**src/design/assert_macros.svh**
```systemverilog
// assertion macros shared by the rtl
`ifndef ASSERT_MACROS_SVH
`define ASSERT_MACROS_SVH

// same-cycle implication
`define ASSERT_IMP(label, clk, rst_n, ante, cons) \
    label: assert property (@(posedge clk) disable iff (!rst_n) (ante) |-> (cons)) \
        else $error("assertion failed");

// next-cycle implication
`define ASSERT_NXT(label, clk, rst_n, ante, cons) \
    label: assert property (@(posedge clk) disable iff (!rst_n) (ante) |=> (cons)) \
        else $error("assertion failed");

// implication after a fixed number of cycles
`define ASSERT_DLY(label, clk, rst_n, ante, n, cons) \
    label: assert property (@(posedge clk) disable iff (!rst_n) (ante) |-> ##n (cons)) \
        else $error("assertion failed");

`endif

```
**src/design/lpm_pkg.sv**
```systemverilog
// shared types and constants of the lattice membership pipeline
`timescale 1ns / 1ps
`default_nettype none

package lpm_pkg;

    localparam int COORD_BITS_DEF = 16;
    localparam int LAT_TYPE_BITS  = 4;

    typedef enum logic [LAT_TYPE_BITS-1:0] {
        LAT_SC          = 4'd0,
        LAT_FCC         = 4'd1,
        LAT_BCC         = 4'd2,
        LAT_HCP         = 4'd3,
        LAT_RH_DODEC    = 4'd4,
        LAT_CUBO_OCT    = 4'd5,
        LAT_TR_OCT      = 4'd6,
        LAT_TR_TET      = 4'd7,
        LAT_MIXED       = 4'd8,
        LAT_DIAMOND     = 4'd9,
        LAT_HCP_DIAMOND = 4'd10,
        LAT_K4          = 4'd11
    } lattice_t;

    // mod 9 by chunk sums: 2^6 is 1 mod 9
    localparam int CHUNK_BITS = 6;
    localparam int MOD9       = 9;
    localparam int MOD9_RECIP = 57;   // floor(v*57/512) == v/9 for v < 512
    localparam int MOD9_SHIFT = 9;
    localparam int NEG_FIX    = 8;    // -1 mod 9, undoes the sign-extension weight

    typedef struct packed {
        logic [3:0] mod9;
        logic [1:0] low;
        logic       neg;
    } coord_res_t;

    typedef struct packed {
        logic       neg;
        logic [2:0] low;
    } sum_res_t;

    // hcp diamond offsets (0,0,0) (3,3,3) (6,0,6) (9,3,9): their sums mod 8 and mod 9
    localparam logic [2:0] HCPD_SUM_MOD8 [4] = '{3'd0, 3'd1, 3'd4, 3'd5};
    localparam logic [3:0] HCPD_SUM_MOD9 [4] = '{4'd0, 4'd0, 4'd3, 4'd3};

    // k4 residue triples {a, b, c}
    localparam logic [5:0] K4_PAT [8] = '{
        6'b00_00_00, 6'b00_01_11, 6'b01_00_01, 6'b01_01_10,
        6'b10_10_10, 6'b10_11_01, 6'b11_10_11, 6'b11_11_00
    };

endpackage

`default_nettype wire

```
**src/design/lpm_residue.sv**
```systemverilog
// two-stage mod 9 residue unit for one coordinate
`timescale 1ns / 1ps
`default_nettype none

module lpm_residue #(
    parameter int COORD_BITS = lpm_pkg::COORD_BITS_DEF
) (
    input  wire logic                         clk,
    input  wire logic signed [COORD_BITS-1:0] coord,
    output lpm_pkg::coord_res_t               res
);

    localparam int CHUNKS    = (COORD_BITS + lpm_pkg::CHUNK_BITS - 1) / lpm_pkg::CHUNK_BITS;
    localparam int PAD_BITS  = CHUNKS * lpm_pkg::CHUNK_BITS;
    localparam int SUM_BITS  = $clog2(CHUNKS * ((1 << lpm_pkg::CHUNK_BITS) - 1)
                                      + lpm_pkg::NEG_FIX + 1);
    localparam int PROD_BITS = SUM_BITS + 6;

    logic signed [PAD_BITS-1:0] padded;
    logic [SUM_BITS-1:0]        acc_next, acc_reg;
    logic [1:0]                 low_reg;
    logic                       neg_reg;
    logic [PROD_BITS-1:0]       prod;
    logic [SUM_BITS-1:0]        quo;
    logic [SUM_BITS-1:0]        rem;
    lpm_pkg::coord_res_t        res_next, res_reg;

    // stage 1: chunk sum of the sign-extended word, plus the fix for a negative word
    always_comb
    begin
        padded   = PAD_BITS'(coord);
        acc_next = '0;
        for (int i = 0; i < CHUNKS; i++)
        begin
            acc_next = acc_next
                     + SUM_BITS'(padded[i*lpm_pkg::CHUNK_BITS +: lpm_pkg::CHUNK_BITS]);
        end
        if (coord[COORD_BITS-1])
        begin
            acc_next = acc_next + SUM_BITS'(lpm_pkg::NEG_FIX);
        end
    end

    always_ff @(posedge clk)
    begin
        acc_reg <= acc_next;
        low_reg <= coord[1:0];
        neg_reg <= coord[COORD_BITS-1];
    end

    // stage 2: reciprocal multiply and correction-free remainder
    always_comb
    begin
        prod          = PROD_BITS'(acc_reg) * PROD_BITS'(lpm_pkg::MOD9_RECIP);
        quo           = SUM_BITS'(prod >> lpm_pkg::MOD9_SHIFT);
        rem           = acc_reg - quo * SUM_BITS'(lpm_pkg::MOD9);
        res_next.mod9 = 4'(rem);
        res_next.low  = low_reg;
        res_next.neg  = neg_reg;
    end

    always_ff @(posedge clk)
    begin
        res_reg <= res_next;
    end

    assign res = res_reg;

endmodule

`default_nettype wire

```
**src/design/lpm_eval.sv**
```systemverilog
// final stage: lattice tests on residues and result register
`timescale 1ns / 1ps
`default_nettype none

`include "assert_macros.svh"

module lpm_eval (
    input  wire logic                clk,
    input  wire logic                rst_n,
    input  wire logic                valid,
    input  wire lpm_pkg::lattice_t   lat_type,
    input  wire lpm_pkg::coord_res_t res_x,
    input  wire lpm_pkg::coord_res_t res_y,
    input  wire lpm_pkg::coord_res_t res_z,
    input  wire lpm_pkg::sum_res_t   sum_res,
    output logic                     done,
    output logic                     is_member
);

    function automatic logic [1:0] mod3_of9(input logic [3:0] v);
        logic [3:0] r;
        if (v >= 4'd6)
            r = v - 4'd6;
        else if (v >= 4'd3)
            r = v - 4'd3;
        else
            r = v;
        return 2'(r);
    endfunction

    function automatic logic [3:0] mod9_of27(input logic [4:0] v);
        logic [4:0] r;
        if (v >= 5'd18)
            r = v - 5'd18;
        else if (v >= 5'd9)
            r = v - 5'd9;
        else
            r = v;
        return 4'(r);
    endfunction

    // |v| mod 6 folded to 0..3, from v mod 2 and v mod 3
    function automatic logic [1:0] fold6(input logic odd, input logic [1:0] m3);
        logic [1:0] r;
        unique case ({odd, m3})
            3'b0_00: r = 2'd0;
            3'b1_01: r = 2'd1;
            3'b0_10: r = 2'd2;
            3'b1_00: r = 2'd3;
            3'b0_01: r = 2'd2;
            3'b1_10: r = 2'd1;
            default: r = 2'd0;
        endcase
        return r;
    endfunction

    logic       done_reg, member_reg;
    logic       member_next;
    logic [1:0] x2, y2, z2, x3, y3, z3;
    logic       xo, yo, zo, all_odd, all_even;
    logic [3:0] s9, am9;
    logic       m6_zero;
    logic [1:0] u, q3, target;
    logic       hcp_ok, tr_oct_ok, tr_tet_ok, mixed_ok, dia_ok, hcpd_ok, k4_ok;
    logic [1:0] fa, fb, fc;
    logic [4:0] dd;
    logic [2:0] s8;
    logic [3:0] s9i;
    logic [1:0] e3;
    logic       par;
    logic       va, vb, vc;

    always_comb
    begin
        x2 = res_x.low;
        y2 = res_y.low;
        z2 = res_z.low;
        xo = x2[0];
        yo = y2[0];
        zo = z2[0];
        x3 = mod3_of9(res_x.mod9);
        y3 = mod3_of9(res_y.mod9);
        z3 = mod3_of9(res_z.mod9);
        s9 = mod9_of27(5'(res_x.mod9) + 5'(res_y.mod9) + 5'(res_z.mod9));

        all_odd  = xo && yo && zo;
        all_even = !xo && !yo && !zo;

        // hcp: m = x+y+z, quotient m/12 truncates toward zero
        m6_zero = !sum_res.low[0] && (s9 == 4'd0 || s9 == 4'd3 || s9 == 4'd6);
        if (sum_res.neg && s9 == 4'd3)
            am9 = 4'd6;
        else if (sum_res.neg && s9 == 4'd6)
            am9 = 4'd3;
        else
            am9 = s9;
        if (!sum_res.low[1])
            u = (am9 == 4'd0) ? 2'd0 : (am9 == 4'd3) ? 2'd1 : 2'd2;
        else
            u = (am9 == 4'd6) ? 2'd0 : (am9 == 4'd0) ? 2'd1 : 2'd2;
        if (sum_res.neg)
            q3 = (u == 2'd0) ? 2'd0 : 2'd3 - u;
        else
            q3 = u;
        if (sum_res.neg)
            target = (q3 == 2'd0) ? 2'd2 : q3 - 2'd1;
        else
            target = q3;
        hcp_ok = m6_zero && x3 == target && y3 == target;

        tr_oct_ok = (z2 == 2'd0 && x2 != 2'd0 && y2 != 2'd0 && (xo ^ yo))
                 || (y2 == 2'd0 && z2 != 2'd0 && x2 != 2'd0 && (zo ^ xo))
                 || (x2 == 2'd0 && y2 != 2'd0 && z2 != 2'd0 && (yo ^ zo));

        tr_tet_ok = (!xo && y2 == 2'(x2 + z2))
                 || (!yo && z2 == 2'(y2 + x2))
                 || (!zo && x2 == 2'(z2 + y2));

        fa = fold6(xo, x3);
        fb = fold6(yo, y3);
        fc = fold6(zo, z3);
        dd = 5'(fa) * 5'(fa) + 5'(fb) * 5'(fb);
        mixed_ok = (fc == 2'd0 && (dd == 5'd2 || dd == 5'd8))
                || (fc == 2'd1 && (dd == 5'd1 || dd == 5'd13))
                || (fc == 2'd2 && (dd == 5'd4 || dd == 5'd10))
                || (fc == 2'd3 && dd == 5'd5);

        // halves with the negative-odd correction keep the parity of bit 1
        dia_ok = (all_odd || all_even) && !(x2[1] ^ y2[1] ^ z2[1]);

        // hcp diamond: each offset independently
        hcpd_ok = 1'b0;
        s8      = '0;
        s9i     = '0;
        e3      = '0;
        par     = 1'b0;
        for (int i = 0; i < 4; i++)
        begin
            par = i[0];
            s8  = sum_res.low - lpm_pkg::HCPD_SUM_MOD8[i];
            s9i = mod9_of27(5'(s9) + 5'(lpm_pkg::MOD9) - 5'(lpm_pkg::HCPD_SUM_MOD9[i]));
            e3  = (s9i == 4'd6) ? 2'd2 : (s9i == 4'd3) ? 2'd1 : 2'd0;
            if (s8 == 3'd0 && (s9i == 4'd0 || s9i == 4'd3 || s9i == 4'd6)
                && xo == par && yo == par && zo == par
                && x3 == e3 && y3 == e3 && z3 == e3)
            begin
                hcpd_ok = 1'b1;
            end
        end

        // k4: a negative multiple of four maps to residue four and never matches
        va    = !(res_x.neg && x2 == 2'd0);
        vb    = !(res_y.neg && y2 == 2'd0);
        vc    = !(res_z.neg && z2 == 2'd0);
        k4_ok = 1'b0;
        for (int k = 0; k < 8; k++)
        begin
            if (lpm_pkg::K4_PAT[k] == {x2, y2, z2})
            begin
                k4_ok = 1'b1;
            end
        end
        k4_ok = k4_ok && va && vb && vc && !sum_res.low[0];

        unique case (lat_type)
            lpm_pkg::LAT_SC:          member_next = 1'b1;
            lpm_pkg::LAT_FCC:         member_next = !sum_res.low[0];
            lpm_pkg::LAT_BCC:         member_next = all_odd || all_even;
            lpm_pkg::LAT_HCP:         member_next = hcp_ok;
            lpm_pkg::LAT_RH_DODEC:    member_next = all_odd || (all_even && sum_res.low[1]);
            lpm_pkg::LAT_CUBO_OCT:    member_next = ({1'b0, xo} + {1'b0, yo} + {1'b0, zo})
                                                    == 2'd2;
            lpm_pkg::LAT_TR_OCT:      member_next = tr_oct_ok;
            lpm_pkg::LAT_TR_TET:      member_next = tr_tet_ok;
            lpm_pkg::LAT_MIXED:       member_next = mixed_ok;
            lpm_pkg::LAT_DIAMOND:     member_next = dia_ok;
            lpm_pkg::LAT_HCP_DIAMOND: member_next = hcpd_ok;
            lpm_pkg::LAT_K4:          member_next = k4_ok;
            default:                  member_next = 1'b0;
        endcase
    end

    always_ff @(posedge clk or negedge rst_n)
    begin
        if (!rst_n)
        begin
            done_reg <= 1'b0;
        end
        else
        begin
            done_reg <= valid;
        end
    end

    always_ff @(posedge clk)
    begin
        member_reg <= member_next;
    end

    assign done      = done_reg;
    assign is_member = member_reg;

    `ASSERT_NXT(a_sc_always_member, clk, rst_n, valid && lat_type == lpm_pkg::LAT_SC, done && is_member)
    `ASSERT_NXT(a_unused_type_never, clk, rst_n, valid && lat_type > lpm_pkg::LAT_K4, done && !is_member)
    `ASSERT_IMP(a_residue_range, clk, rst_n, valid, res_x.mod9 < 4'd9 && res_y.mod9 < 4'd9 && res_z.mod9 < 4'd9)

endmodule

`default_nettype wire

```
**src/design/lattice_point_membership.sv**
```systemverilog
// top level of the lattice point membership pipeline
//
//  channel   | ports                           | handshake
//  ----------+---------------------------------+-----------------------------
//  point in  | coord_x, coord_y, coord_z       | start, taken when busy is low
//  result    | is_member                       | done, one-cycle strobe
//  config    | cfg_wr_data (lattice type)      | cfg_wr_en, no wait
//
//  three register stages: chunk sums, mod 9 remainder, lattice test
//  a taken word passes the v1_reg and v2_reg valid stages, then done_reg raises done with the result
//  one word per cycle sustained; busy never rises, the pipe cannot stall
//  rst_n clears the valid bits and sets the lattice type to simple cubic
//  the receiver cannot hold results off, so no stage ever waits
`timescale 1ns / 1ps
`default_nettype none

`include "assert_macros.svh"

module lattice_point_membership #(
    parameter int COORD_BITS = lpm_pkg::COORD_BITS_DEF
) (
    input  wire logic                              clk,
    input  wire logic                              rst_n,
    input  wire logic                              start,
    output logic                                   busy,
    input  wire logic signed [COORD_BITS-1:0]      coord_x,
    input  wire logic signed [COORD_BITS-1:0]      coord_y,
    input  wire logic signed [COORD_BITS-1:0]      coord_z,
    input  wire logic                              cfg_wr_en,
    input  wire logic [lpm_pkg::LAT_TYPE_BITS-1:0] cfg_wr_data,
    output logic                                   done,
    output logic                                   is_member
);

    // x+y+z never overflows at two extra bits
    localparam int SUM_BITS = COORD_BITS + 2;

    logic                       accept;
    lpm_pkg::lattice_t          lat_reg;
    logic                       v1_reg, v2_reg;
    lpm_pkg::lattice_t          lat1_reg, lat2_reg;
    logic signed [SUM_BITS-1:0] sum_full;
    lpm_pkg::sum_res_t          sum1_next, sum1_reg, sum2_reg;
    lpm_pkg::coord_res_t        res_x, res_y, res_z;

    // every word is taken: the pipe has no back pressure
    assign busy   = 1'b0;
    assign accept = start && !busy;

    // lattice type register
    always_ff @(posedge clk or negedge rst_n)
    begin
        if (!rst_n)
        begin
            lat_reg <= lpm_pkg::LAT_SC;
        end
        else if (cfg_wr_en)
        begin
            lat_reg <= lpm_pkg::lattice_t'(cfg_wr_data);
        end
    end

    // valid bits travel alongside the data
    always_ff @(posedge clk or negedge rst_n)
    begin
        if (!rst_n)
        begin
            v1_reg <= 1'b0;
            v2_reg <= 1'b0;
        end
        else
        begin
            v1_reg <= accept;
            v2_reg <= v1_reg;
        end
    end

    // wide sum for the sign and low bits of x+y+z
    always_comb
    begin
        sum_full      = SUM_BITS'(coord_x) + SUM_BITS'(coord_y) + SUM_BITS'(coord_z);
        sum1_next.neg = sum_full[SUM_BITS-1];
        sum1_next.low = sum_full[2:0];
    end

    always_ff @(posedge clk)
    begin
        lat1_reg <= lat_reg;
        lat2_reg <= lat1_reg;
        sum1_reg <= sum1_next;
        sum2_reg <= sum1_reg;
    end

    // per-coordinate mod 9 residues, two stages each
    lpm_residue #(
        .COORD_BITS(COORD_BITS)
    ) u_res_x (
        .clk   (clk),
        .coord (coord_x),
        .res   (res_x)
    );

    lpm_residue #(
        .COORD_BITS(COORD_BITS)
    ) u_res_y (
        .clk   (clk),
        .coord (coord_y),
        .res   (res_y)
    );

    lpm_residue #(
        .COORD_BITS(COORD_BITS)
    ) u_res_z (
        .clk   (clk),
        .coord (coord_z),
        .res   (res_z)
    );

    // lattice tests and result register
    lpm_eval u_eval (
        .clk       (clk),
        .rst_n     (rst_n),
        .valid     (v2_reg),
        .lat_type  (lat2_reg),
        .res_x     (res_x),
        .res_y     (res_y),
        .res_z     (res_z),
        .sum_res   (sum2_reg),
        .done      (done),
        .is_member (is_member)
    );

    `ASSERT_DLY(a_accept_to_done, clk, rst_n, accept, 3, done)

endmodule

`default_nettype wire

```
**config.mk**
```make
export PLATFORM = sky130hd
export DESIGN_NAME = lattice_point_membership
export DESIGN_NICKNAME = d
export VERILOG_FILES = /design/src/design/lpm_pkg.sv /design/src/design/lpm_residue.sv /design/src/design/lpm_eval.sv /design/src/design/lattice_point_membership.sv
export VERILOG_INCLUDE_DIRS = /design/src /design/src/design
export SDC_FILE = /design/constraint.sdc
export NUM_CORES = 1
export LEC_CHECK = 0
export ABC_AREA = 1
export BUFFER_PORTS_ARGS = -buffer_cell sky130_fd_sc_hd__buf_4
export CAP_MARGIN = 20
export CORE_MARGIN = 1
export CORE_UTILIZATION = 60
export DETAILED_ROUTE_END_ITERATION = 10
export GPL_TIMING_DRIVEN = 0
export PLACE_DENSITY = 0.79
export SYNTH_ARGS = -nofsm -noshare
export SYNTH_HDL_FRONTEND = slang
export SYNTH_SLANG_ARGS = --single-unit
```
**constraint.sdc**
```tcl
create_clock -name clk -period 11 [get_ports clk]
set_clock_uncertainty 0.15 [all_clocks]
set_input_delay 0.55 -clock clk [delete_from_list [all_inputs] [get_ports clk]]
set_output_delay 0.55 -clock clk [all_outputs]
set_load 0.01 [all_outputs]
```
After elaboration in Yosys (flattened, before gate mapping)

Cells that the tools add are included.

Output and inout port bits: 3
Input port bits: 56
Bits in registers: 78
Word-level logic and storage cells: 320

Eq/ne operators: 63
Reduce and logical (&&, ||, !) cells: 113
$lt $le $gt $ge: 12
Add/subtract/negate cells: 41
Multipliers: 8
Mux-type cells: 46
Bitwise logic cells: 8

Operators by type and width:

| kind                                                 | count |
|---|---|
| logical AND 1 bit                                    | 62 |
| multiplier 8 x 6 -> 14 bit (second input constant)   | 3 |
| two-way mux 2 bit                                    | 17 |
| equality test 4 x 3 -> 1 bit (second input constant) | 8 |
| two-way mux 4 bit                                    | 8 |
| equality test 3 bit (second input constant)          | 9 |
| adder 7 x 6 -> 8 bit                                 | 3 |
| adder 8 x 4 -> 8 bit (second input constant)         | 3 |
| equality test 4 x 2 -> 1 bit (second input constant) | 6 |
| equality test 6 bit (first input constant)           | 4 |
| two-way mux 8 bit                                    | 3 |
| equality test 2 bit                                  | 11 |
| adder 6 x 6 -> 7 bit                                 | 3 |
| logical NOT 4 bit                                    | 5 |
| adder 17 x 16 -> 18 bit                              | 1 |
| logical OR 1 bit                                     | 18 |
| case mux 2 bit (3 select lines)                      | 3 |
| adder 16 x 16 -> 17 bit                              | 1 |
| equality test 4 bit (second input constant)          | 4 |
| equality test 5 x 4 -> 1 bit (second input constant) | 3 |
| >= comparator 5 x 4 -> 1 bit (second input constant) | 3 |
| >= comparator 5 bit (second input constant)          | 3 |
| multiplier 5 x 4 -> 4 bit (second input constant)    | 3 |
| two-way mux 1 bit                                    | 14 |
| 37 further kinds                                     | 93 |

Depth between registers and ports, before layout

Gate-level depths: netlist of run 1.

Depth after elaboration: 24
Gate-level depth with buffers: 38
Gate-level depth less buffers: 38

By module

Synthesis of run 1 repeated with hierarchy kept, for this count alone.

Cell total of the unflattened synthesis: 1211
Area, all modules: 9331.4 um^2

By module, submodules not included:

| module                   | times used | cells each | sequential area each (um^2) | area each (um^2) |
|---|---|---|---|---|
| lpm_eval                 | 1          | 443        | 45.0                        | 2613.8 |
| lpm_residue (u_res_y)    | 1          | 210        | 360.3                       | 1821.7 |
| lpm_residue (u_res_z)    | 1          | 211        | 360.3                       | 1771.7 |
| lpm_residue (u_res_x)    | 1          | 207        | 360.3                       | 1751.7 |
| lattice_point_membership | 1          | 140        | 470.5                       | 1372.6 |

Worst setup path after synthesis of run 1

No wires, ideal clock.

Path kind: reg2reg
Start point: register u_res_z.acc_reg[2]
End point: register u_res_z.res_reg, in the netlist u_res_z.res[6]
Buffers on the path: 0
Period minus slack after synthesis: 4.913 ns
Required time: 10.778 ns
Path slack: 6.087 ns
Stages on the path, launching flop included: 24
Library setup time: 0.072 ns
Arrival time: 4.692 ns
Cells stage by stage: dfxtp_1 > fa_1 > fa_1 > ha_1 > ha_1 > nand2_1 > nor2_1 > a211oi_1 > inv_1 > a21oi_1 > or2_2 > nand2_1 > inv_1 > ha_1 > xor2_1 > xor2_1 > inv_1 > ha_1 > or2_2 > a21o_1 > a21oi_1 > xor2_1 > xor2_1 > xor2_1

Cells in the longest elaborated chain, start to end: 3

RTL lines:

| what                       | line              | RTL |
|---|---|---|
| start, declared            | lpm_residue.sv:20 | `logic [SUM_BITS-1:0] acc_next, acc_reg;` |
| start signal, assigned     | lpm_residue.sv:46 | `acc_reg <= acc_next;` |
| multiplier 8 x 6 -> 14 bit | lpm_residue.sv:54 | `prod = PROD_BITS'(acc_reg) * PROD_BITS'(lpm_pkg::MOD9_RECIP);` |
| multiplier 5 x 4 -> 4 bit  | lpm_residue.sv:56 | `rem = acc_reg - quo * SUM_BITS'(lpm_pkg::MOD9);` |
| subtractor 4 bit *         | lpm_residue.sv:56 |  |
| via u_res_z.rem[3]         | lpm_residue.sv:25 | `logic [SUM_BITS-1:0] rem;` |
| end signal, assigned       | lpm_residue.sv:64 | `res_reg <= res_next;` |
| end, declared              | lpm_residue.sv:26 | `lpm_pkg::coord_res_t res_next, res_reg;` |

Mark *: on every way through the listed nets, which the timed path passes. The rest lies on a longest branch.
A chain may end at the register's enable or synchronous reset.

Worst setup path after layout of run 1

Ends and elaborated chain as after synthesis.

==> results.cfg, run 1 <==
[logic_synthesis]
synth_seq_area_share_pct = 18.86
synth_largest_area_cell = sky130_fd_sc_hd__ha_1
netlist_instances = 996
yosysWarnings = 0
ys_top_cells_by_area = sky130_fd_sc_hd__ha_1 (21%), sky130_fd_sc_hd__fa_1 (19%), sky130_fd_sc_hd__dfxtp_1 (17%)
synth_largest_type_area_fraction_pct = 20.84
synth_top_flop_cell = sky130_fd_sc_hd__dfxtp_1
syn_area_mm2 = 0.008467
post_synth_num_cell_types = 47
ys_async_sr_fraction_pct = 8.974
synth_edf_count = 0
ys_ff_latch = 78
synthesis.nets = 1275
syn_area_per_cell_um2 = 8.501

[hold_path]
holdCritPathClass = reg2reg
hold_path_depth = 0
min_to = u_res_z.res[1]$_DFF_P_
worst_hold_startpoint = u_res_z.low_reg[0]$_DFF_P_

[routing]
drt_first_pass_iters = 5
route.antenna.remaining_nets = 0
routedWlPerCell_um = 13.68
vias = 6599
drt_first_iter_violations = 303
drt_wirelength_um = 17100
post_drt_via_cell_ratio = 5.279
detail_route.drc_violations = 0

[sta]
hold_viol = 0
final_max_slew_viol_count = 0
finalSetupViolCount = 0
fin_tns_setup_ns = 0
post-route-min-period_ns = 5.493
unrepaired_setup_endpoints_after_global_routing = false
worst_slack_ns = 5.507
period_share_pct = 49.94
max_freq_ghz = 0.1821

[clocking]
ctsRootBufferMaster = sky130_fd_sc_hd__clkbuf_16
tritoncts_clock_tree = done
clock-sinks = 78
clkSlewWorstSetupHoldPaths_ns = 0.06
cts.path.max_buffers = 2
h_tree_lvls = 3
clock_insertion_delay_at_the_later_pin_of_the_skew_report_ns = 0.33
inserted_clock_buffers = 9

[floorplanning]
start_util_pct = 61.23
die-height_um = 120.8
boundaryPins = 59
fp.coreArea_mm2 = 0.01383
design.die.area_mm2 = 0.01459
placementRows = 43
die_x_um = 120.8

[setup_path]
reg2regPathDepth = 23
path_buf_inv = 3
worst_ep_required_time_ns = 11.12
critPathTopFamily = adder cells
crit_path_start_kind = register
path_class = reg2reg
worst_path_most_repeated_cell = sky130_fd_sc_hd__xor2_1
setup.reg_to_reg.worst_slack_ns = 5.51
timing.critical_path.arrival_ns = 5.61
cp_max_fo = 8
cpPeakStageDelay_ns = 0.58
worst_r2r_startpoint = u_res_z.acc_reg[2]$_DFF_P_
r2r_end = u_res_z.res[6]$_DFF_P_
endpoint_kind = register
critical_path.slowest_cell = sky130_fd_sc_hd__dfxtp_1
crit_chain = fa_1, fa_1, ha_1, ha_1, nand2_1, nor2_1, a211oi_1, inv_1, a21oi_1, or2_2, nand2_1, inv_1, ha_1, xor2_1, xor2_1, inv_1, ha_1, or2_2, a21o_1, a21oi_1, xor2_1, xor2_1, xor2_1

[cells_and_area]
num_antenna_cells = 0
final_common_cell = sky130_fd_sc_hd__inv_1
fin_nets = 1344
flow.area_growth_from_synthesis_pct = 11.45
layout_common_cells = sky130_fd_sc_hd__inv_1 (170), sky130_fd_sc_hd__nand2_1 (164), sky130_fd_sc_hd__ha_1 (141)
drive_above_1_share_pct = 10.56
final.fill_count = 1084

[grt]
grt_util_all_layers_pct = 25.29
via_count_of_the_first_global_routing_pass = 6731
grt_first_pass_wirelength_um = 29130
grt.overflow.total = 0
number_of_antenna_violations_at_the_first_check_in_global_routing = 0
grt_start_max_net_pins = 16

[placed_design]
place.gp.congestion = 0.9200
post-dp-hpwl_um = 14450
pre_cts_setup_slack_ns = 5.524
portBuffers = 57

[run_status]
run_status = complete, no violations

[run]
timing.max_cap.violations = 0
## layout make-up
| cell class | instances | area [um^2] | area share [%] |
|---|---|---|---|
| clock inverters | 7 | 81.33 | 0.8618 |
| repair buffers | 58 | 437.9 | 4.641 |
| clock buffers | 9 | 225.2 | 2.387 |
| well taps | 180 | 225.2 | 2.387 |
| plain buffers | 2 | 11.26 | 0.1193 |
| multi-input cells | 741 | 6200 | 65.70 |
| inverters | 175 | 659.4 | 6.988 |
| flip-flops and latches | 78 | 1597 | 16.92 |
## per-layer routing
| metal | track usage [%] | up-vias | wire length, um |
|---|---|---|---|
| met4 | 8.488 | 0 | 452 |
| met2 | 49.60 | 148 | 9038 |
| met5 | 0 | - | 0 |
| met3 | 3.821 | 40 | 645 |
| met1 | 27.26 | 3065 | 6963 |
| li1 | - | 3346 | - |
## Yosys cell counts, types with 2 or more instances
cell / n
sky130_fd_sc_hd__nand3_2: 2
sky130_fd_sc_hd__a221oi_1: 2
sky130_fd_sc_hd__a21oi_1: 29
sky130_fd_sc_hd__mux2_2: 4
sky130_fd_sc_hd__o211ai_1: 2
sky130_fd_sc_hd__nand3b_1: 2
sky130_fd_sc_hd__o221ai_1: 2
sky130_fd_sc_hd__dfxtp_1: 71
sky130_fd_sc_hd__a211oi_1: 9
sky130_fd_sc_hd__xnor2_1: 22
sky130_fd_sc_hd__a21o_1: 5
sky130_fd_sc_hd__or2_2: 10
sky130_fd_sc_hd__o31ai_1: 6
sky130_fd_sc_hd__nor2_1: 65
sky130_fd_sc_hd__o21a_1: 3
sky130_fd_sc_hd__inv_2: 3
sky130_fd_sc_hd__nand4_1: 13
sky130_fd_sc_hd__o21ai_0: 25
sky130_fd_sc_hd__dfrtp_1: 7
sky130_fd_sc_hd__a31oi_1: 5
sky130_fd_sc_hd__ha_1: 141
sky130_fd_sc_hd__inv_1: 170
sky130_fd_sc_hd__fa_1: 82
sky130_fd_sc_hd__xor2_1: 42
sky130_fd_sc_hd__o21ai_2: 2
sky130_fd_sc_hd__nand2_2: 9
sky130_fd_sc_hd__nand2_4: 6
sky130_fd_sc_hd__o21ai_1: 2
sky130_fd_sc_hd__nand2_1: 164
sky130_fd_sc_hd__nand3_1: 74
## per-stage QoR
| step | util (%) | cell area [um^2] | std cells | hold slack [ns] |
|---|---|---|---|---|
| floorplan | - | 8467 | 996 | 0.1044 |
| global placement | 65.96 | 9120 | 1233 | 0.1603 |
| detailed placement | 65.96 | 9120 | 1233 | 0.1621 |
| CTS | 68.25 | 9437 | 1250 | 0.1641 |
| global route | 68.25 | 9437 | 1250 | 0.1624 |
| finish | 68.25 | 9437 | 1250 | 0.1686 |
## logic make-up after synthesis
logic type / count (synthesis) / share of synthesized area (%)
AO/OA/AOI/OAI: 98 / 7.123
XOR/XNOR: 64 / 6.620
adder cells (fa/ha/maj): 223 / 40.22
buffers and inverters: 177 / 7.921
flip-flops: 78 / 18.86
multiplexers: 5 / 0.6502
other: 1 / 0.04429
AND/OR/NAND/NOR: 350 / 18.56
## worst max path at each step
stage	startpoint	endpoint	slack [ns]	cells after the start
after floorplan	u_res_z.acc_reg[2]$_DFF_P_	u_res_z.res[6]$_DFF_P_	6.09	23
after CTS	u_res_z.acc_reg[2]$_DFF_P_	u_res_z.res[6]$_DFF_P_	5.49	23
final	u_res_z.acc_reg[2]$_DFF_P_	u_res_z.res[6]$_DFF_P_	5.51	23
after global placement	u_res_y.res[4]$_DFF_P_	u_eval.is_member$_DFF_P_	5.63	37
after detailed placement	u_res_y.res[4]$_DFF_P_	u_eval.is_member$_DFF_P_	5.52	37
after global routing	u_res_y.res[4]$_DFF_P_	u_eval.is_member$_DFF_P_	5.04	37
## worst reg2reg max path, stage by stage (launching register included)
cell and delay (ns):
sky130_fd_sc_hd__dfxtp_1 0.58, sky130_fd_sc_hd__fa_1 0.53, sky130_fd_sc_hd__fa_1 0.53, sky130_fd_sc_hd__ha_1 0.33, sky130_fd_sc_hd__ha_1 0.31, sky130_fd_sc_hd__nand2_1 0.08, sky130_fd_sc_hd__nor2_1 0.17, sky130_fd_sc_hd__a211oi_1 0.07
sky130_fd_sc_hd__inv_1 0.07, sky130_fd_sc_hd__a21oi_1 0.08, sky130_fd_sc_hd__or2_2 0.29, sky130_fd_sc_hd__nand2_1 0.11, sky130_fd_sc_hd__inv_1 0.07, sky130_fd_sc_hd__ha_1 0.30, sky130_fd_sc_hd__xor2_1 0.19, sky130_fd_sc_hd__xor2_1 0.21
sky130_fd_sc_hd__inv_1 0.06, sky130_fd_sc_hd__ha_1 0.18, sky130_fd_sc_hd__or2_2 0.29, sky130_fd_sc_hd__a21o_1 0.16, sky130_fd_sc_hd__a21oi_1 0.16, sky130_fd_sc_hd__xor2_1 0.19, sky130_fd_sc_hd__xor2_1 0.18, sky130_fd_sc_hd__xor2_1 0.14
## repair_timing
| action | 4_1_cts | 5_1_grt |
|---|---|---|
| hold endpoints to repair | 7 | 0 |
| setup endpoints to repair | 0 | 0 |
| hold buffers | 1 | 0 |
| setup buffers | 0 | 0 |
| resized for setup | 0 | 0 |
Power of run 1 is left out: the tool's default activity adds up to more than one toggle a clock period on the data nets, which glitch-free logic cannot reach.
==> run 2: changes to the inputs <==
==> constraint.sdc (replaced) <==
create_clock -name clk -period 5.5 [get_ports clk]
set_clock_uncertainty 0.15 [all_clocks]
set_input_delay 0.275 -clock clk [delete_from_list [all_inputs] [get_ports clk]]
set_output_delay 0.275 -clock clk [all_outputs]
set_load 0.01 [all_outputs]
==> run 2 against run 1 <==
Compared with the run above: maximum frequency grew 4.0%; clock-buffer cell count did not move; worst setup slack worse by 5.3 ns.
==> results.cfg, run 2 (same netlist as run 1, synthesis figures left out) <==
[routing]
post_drt_via_cell_ratio = 5.265
vias = 6645
drt_first_iter_violations = 314
route.antenna.remaining_nets = 0
detailroute.wirelength.met2_um = 9272
route.layer.met1.wl_um = 7086
drt_first_pass_iters = 5
route.top_layer_used = met4
met3RoutedLength_um = 581
drt_wirelength_um = 17390
detail_route.drc_violations = 0
routedWlPerCell_um = 13.78

[floorplanning]
design.die.area_mm2 = 0.01459
start_util_pct = 61.23
placementRows = 43
die_x_um = 120.8
die-height_um = 120.8
boundaryPins = 59
fp.coreArea_mm2 = 0.01383

[setup_path]
reg2regPathDepth = 23
worst_ep_required_time_ns = 5.61
path_class = reg2reg
setup.reg_to_reg.worst_slack_ns = 0.22
timing.critical_path.arrival_ns = 5.40
r2r_end = u_res_z.res[6]$_DFF_P_
cp_max_fo = 4
worst_r2r_startpoint = u_res_z.acc_reg[4]$_DFF_P_
endpoint_kind = register
crit_path_start_kind = register

[run]
timing.max_cap.violations = 0

[sta]
period_share_pct = 96.06
holdWs_ns = 0.003777
finalSetupViolCount = 0
final_max_slew_viol_count = 0
hold_viol = 0
post-route-min-period_ns = 5.283
max_freq_ghz = 0.1893

[cells_and_area]
final_common_cell = sky130_fd_sc_hd__inv_1
drive_above_1_share_pct = 12.66
fin_nets = 1356
final.fill_count = 1052
layout_common_cells = sky130_fd_sc_hd__inv_1 (169), sky130_fd_sc_hd__nand2_1 (161), sky130_fd_sc_hd__ha_1 (139)
flow.area_growth_from_synthesis_pct = 13.21
num_antenna_cells = 0

[clocking]
clkSlewWorstSetupHoldPaths_ns = 0.06
h_tree_lvls = 3
cts.path.max_buffers = 2
clock-sinks = 78
ctsRootBufferMaster = sky130_fd_sc_hd__clkbuf_16
tritoncts_clock_tree = done
inserted_clock_buffers = 9
clock_insertion_delay_at_the_later_pin_of_the_skew_report_ns = 0.33

[hold_path]
min_to = u_res_y.neg_reg$_DFF_P_
holdCritPathClass = in2reg
hold_path_depth = 1
worst_hold_startpoint = coord_y[15]

[placed_design]
post-dp-hpwl_um = 14450
portBuffers = 57
place.gp.congestion = 0.9200

[grt]
grt_util_all_layers_pct = 25.51
via_count_of_the_first_global_routing_pass = 6774
grt.overflow.total = 0
grt_start_max_net_pins = 16
grt_first_pass_wirelength_um = 29370
number_of_antenna_violations_at_the_first_check_in_global_routing = 0

[run_status]
run_status = complete, no violations
-- run 2: timing repair --
item | in CTS | in global routing
gates resized for setup | 2 | 21
pin swaps | 0 | 4
hold buffers | 8 | 0
setup endpoints to repair | 2 | 3
endpoints found under the hold margin | 14 | 0
setup buffers | 0 | 5
-- run 2: cell type report --
type                    instances  area [um^2]  share of cell area (%)
repair buffers                 70        545.5                   5.691
multi-input cells             741         6220                   64.89
clock buffers                   9        225.2                   2.350
plain buffers                   2        11.26                  0.1175
well taps                     180        225.2                   2.350
flip-flops and latches         78         1615                   16.85
inverters                     175        661.9                   6.905
clock inverters                 7        81.33                  0.8485
-- run 2: how the worst max path moves through the flow --
stage / to / from / slack, ns / cells after the start
after floorplan: u_res_z.res[6]$_DFF_P_ / u_res_z.acc_reg[2]$_DFF_P_ / 0.59 / 23
after global placement: u_eval.is_member$_DFF_P_ / u_res_y.res[4]$_DFF_P_ / 0.13 / 37
after detailed placement: u_eval.is_member$_DFF_P_ / u_res_y.res[4]$_DFF_P_ / 0.02 / 37
after CTS: u_eval.is_member$_DFF_P_ / u_res_z.res[4]$_DFF_P_ / 0.05 / 37
after global routing: u_eval.is_member$_DFF_P_ / u_res_x.res[4]$_DFF_P_ / -0.10 / 32
final: u_res_z.res[6]$_DFF_P_ / u_res_z.acc_reg[4]$_DFF_P_ / 0.22 / 23
-- run 2: through the flow --
stage               utilization (%)  TNS (ns)  setup slack (ns)  instances  instance area (um^2)
floorplan                         -         0            0.5868        996                  8467
global placement              65.96         0            0.1256       1233                  9120
detailed placement            65.96         0           0.02424       1233                  9120
CTS                           68.77         0           0.05151       1257                  9509
global route                  69.32   -0.1191           -0.1031       1262                  9585
finish                        69.32         0            0.2167       1262                  9585
-- run 2: metal layers --
layer	track usage, %	up-vias
li1	-	3370
met1	27.45	3097
met2	50.29	142
met3	3.585	36
met4	8.565	0
met5	0	-
-- run 2: worst max-delay path: stages, from the launching register on --
cell	delay [ns]
sky130_fd_sc_hd__dfxtp_2	0.36
sky130_fd_sc_hd__fa_1	0.55
sky130_fd_sc_hd__fa_1	0.53
sky130_fd_sc_hd__ha_1	0.34
sky130_fd_sc_hd__ha_1	0.31
sky130_fd_sc_hd__nand2_1	0.09
sky130_fd_sc_hd__nor2_2	0.15
sky130_fd_sc_hd__a211oi_1	0.06
sky130_fd_sc_hd__inv_1	0.07
sky130_fd_sc_hd__a21oi_1	0.08
sky130_fd_sc_hd__or2_2	0.29
sky130_fd_sc_hd__nand2_1	0.11
sky130_fd_sc_hd__inv_1	0.07
sky130_fd_sc_hd__ha_1	0.30
sky130_fd_sc_hd__xor2_1	0.19
sky130_fd_sc_hd__xor2_1	0.21
sky130_fd_sc_hd__inv_1	0.06
sky130_fd_sc_hd__ha_1	0.18
sky130_fd_sc_hd__or2_2	0.29
sky130_fd_sc_hd__a21o_1	0.16
sky130_fd_sc_hd__a21oi_1	0.16
sky130_fd_sc_hd__xor2_1	0.19
sky130_fd_sc_hd__xor2_1	0.18
sky130_fd_sc_hd__xor2_1	0.14
Power of run 2 is left out for the same reason.
==> run 3: changes to the inputs <==
--- a/config.mk
+++ b/config.mk
@@ -12,7 +12,6 @@
 export CORE_MARGIN = 1
 export CORE_UTILIZATION = 60
 export DETAILED_ROUTE_END_ITERATION = 10
-export GPL_TIMING_DRIVEN = 0
 export PLACE_DENSITY = 0.79
 export SYNTH_ARGS = -nofsm -noshare
 export SYNTH_HDL_FRONTEND = slang
==> run 3 against run 2 <==
Compared with the run above: first-iteration DRC count decreased by 4.1%; non-clock buffer count is 6 lower; via count rose by 0.23%; worst hold slack better by 0.011 ns; sequential share of layout area is 0.084 points higher; critical path depth stayed put; final cell count shrank 0.48%; worst setup slack better by 0.11 ns; utilization down 0.29 points; die area unchanged; clock-buffer cell count stayed put; flip-flop and latch count unchanged; critical path type unchanged.
==> results.cfg, run 3 (same netlist as run 1, synthesis figures left out) <==
[run_status]
run_status = complete, no violations

[grt]
via_count_of_the_first_global_routing_pass = 6781
grt_util_all_layers_pct = 25.26
grt_start_max_net_pins = 16
number_of_antenna_violations_at_the_first_check_in_global_routing = 0
grt_first_pass_wirelength_um = 29380
grt.overflow.total = 0

[routing]
detail_route.drc_violations = 0
drt_first_iter_violations = 301
post_drt_via_cell_ratio = 5.303
routedWlPerCell_um = 13.71
drt_first_pass_iters = 5
vias = 6660
drt_wirelength_um = 17220
route.antenna.remaining_nets = 0

[floorplanning]
die-height_um = 120.8
placementRows = 43
boundaryPins = 59
fp.coreArea_mm2 = 0.01383
design.die.area_mm2 = 0.01459
die_x_um = 120.8
start_util_pct = 61.23

[placed_design]
place.gp.congestion = 0.9486
portBuffers = 57
post-dp-hpwl_um = 14490

[cells_and_area]
multi_input_area_mm2 = 0.006217
flow.area_growth_from_synthesis_pct = 12.74
final.fill_count = 1051
final_common_cell = sky130_fd_sc_hd__inv_1
final-seq-area_mm2 = 0.001617
layout_common_cells = sky130_fd_sc_hd__inv_1 (168), sky130_fd_sc_hd__nand2_1 (163), sky130_fd_sc_hd__ha_1 (140)
fin_nets = 1350
post-route-util_pct = 69.03
num_antenna_cells = 0
drive_above_1_share_pct = 11.99

[sta]
max_freq_ghz = 0.1933
final_max_slew_viol_count = 0
hold_viol = 0
finalSetupViolCount = 0
fin_tns_setup_ns = 0
period_share_pct = 94.04
holdWs_ns = 0.01519
post-route-min-period_ns = 5.172

[clocking]
clock_insertion_delay_at_the_later_pin_of_the_skew_report_ns = 0.34
clkSlewWorstSetupHoldPaths_ns = 0.06
inserted_clock_buffers = 9
clock-sinks = 78
ctsRootBufferMaster = sky130_fd_sc_hd__clkbuf_16
tritoncts_clock_tree = done
h_tree_lvls = 3
cts.path.max_buffers = 2

[setup_path]
cp_max_fo = 8
path_class = reg2reg
crit_path_start_kind = register
timing.critical_path.arrival_ns = 5.29
endpoint_kind = register
worst_ep_required_time_ns = 5.62

[run]
timing.max_cap.violations = 0

[hold_path]
holdCritPathClass = in2reg
## run 3: per-stage QoR
step / cells / area (um^2) / setup WS (ns)
CTS: 1256 / 9505 / 0.1238
finish: 1256 / 9545 / 0.3280
floorplan: 996 / 8467 / 0.5868
global placement: 1231 / 9109 / 0.3810
global route: 1256 / 9545 / -0.01029
detailed placement: 1231 / 9109 / 0.1809
## run 3: routing by layer
metal	routed length, um	vias to the layer above	GRT usage, %
met2	9122	125	48.46
met4	306	0	8.179
met1	7224	3151	28.79
li1	-	3356	-
met3	564	28	3.019
met5	0	-	0
## run 3: final cells by class
cell class              count  area share [%]
repair buffers             66           5.427
clock inverters             7          0.8520
multi-input cells         741           65.13
flip-flops and latches     78           16.94
well taps                 180           2.359
clock buffers               9           2.359
inverters                 175           6.934
## run 3: final timing paths
kind / start / to / slack (ns) / depth (start not counted)
min reg2reg: u_res_y.low_reg[0]$_DFF_P_ / u_res_y.res[1]$_DFF_P_ / 0.18 / 0
max in group asynchronous: rst_n / v2_reg$_DFF_PN0_ / 4.95 / 2
min: cfg_wr_data[3] / lat_reg[3]$_DFFE_PN0P_ / 0.02 / 2
max reg2reg: u_res_z.acc_reg[2]$_DFF_P_ / u_res_z.res[6]$_DFF_P_ / 0.33 / 23
max: u_res_z.acc_reg[2]$_DFF_P_ / u_res_z.res[6]$_DFF_P_ / 0.33 / 23
min in group asynchronous: rst_n / lat_reg[1]$_DFFE_PN0P_ / 0.13 / 2
## run 3: what timing repair did
action                                  CTS  global route
hold buffers                              9             0
resized for setup                         0            24
endpoints found under the setup margin    0             3
endpoints found under the hold margin    15             0
setup buffers                             0             0
## run 3: worst max-delay path, cell delays in order (launching register included)
cell	delay, ns
sky130_fd_sc_hd__dfxtp_4	0.39
sky130_fd_sc_hd__fa_1	0.53
sky130_fd_sc_hd__fa_1	0.50
sky130_fd_sc_hd__ha_1	0.31
sky130_fd_sc_hd__ha_1	0.30
sky130_fd_sc_hd__nand2_1	0.05
sky130_fd_sc_hd__nor2_1	0.10
sky130_fd_sc_hd__a211oi_1	0.05
sky130_fd_sc_hd__inv_1	0.07
sky130_fd_sc_hd__a21oi_1	0.08
sky130_fd_sc_hd__or2_2	0.29
sky130_fd_sc_hd__nand2_1	0.10
sky130_fd_sc_hd__inv_1	0.07
sky130_fd_sc_hd__ha_1	0.31
sky130_fd_sc_hd__xor2_1	0.18
sky130_fd_sc_hd__xor2_1	0.22
sky130_fd_sc_hd__inv_1	0.08
sky130_fd_sc_hd__ha_1	0.19
sky130_fd_sc_hd__or2_2	0.29
sky130_fd_sc_hd__a21o_1	0.16
sky130_fd_sc_hd__a21oi_1	0.15
sky130_fd_sc_hd__xor2_1	0.19
sky130_fd_sc_hd__xor2_1	0.19
sky130_fd_sc_hd__xor2_1	0.15
Power of run 3 is left out for the same reason.
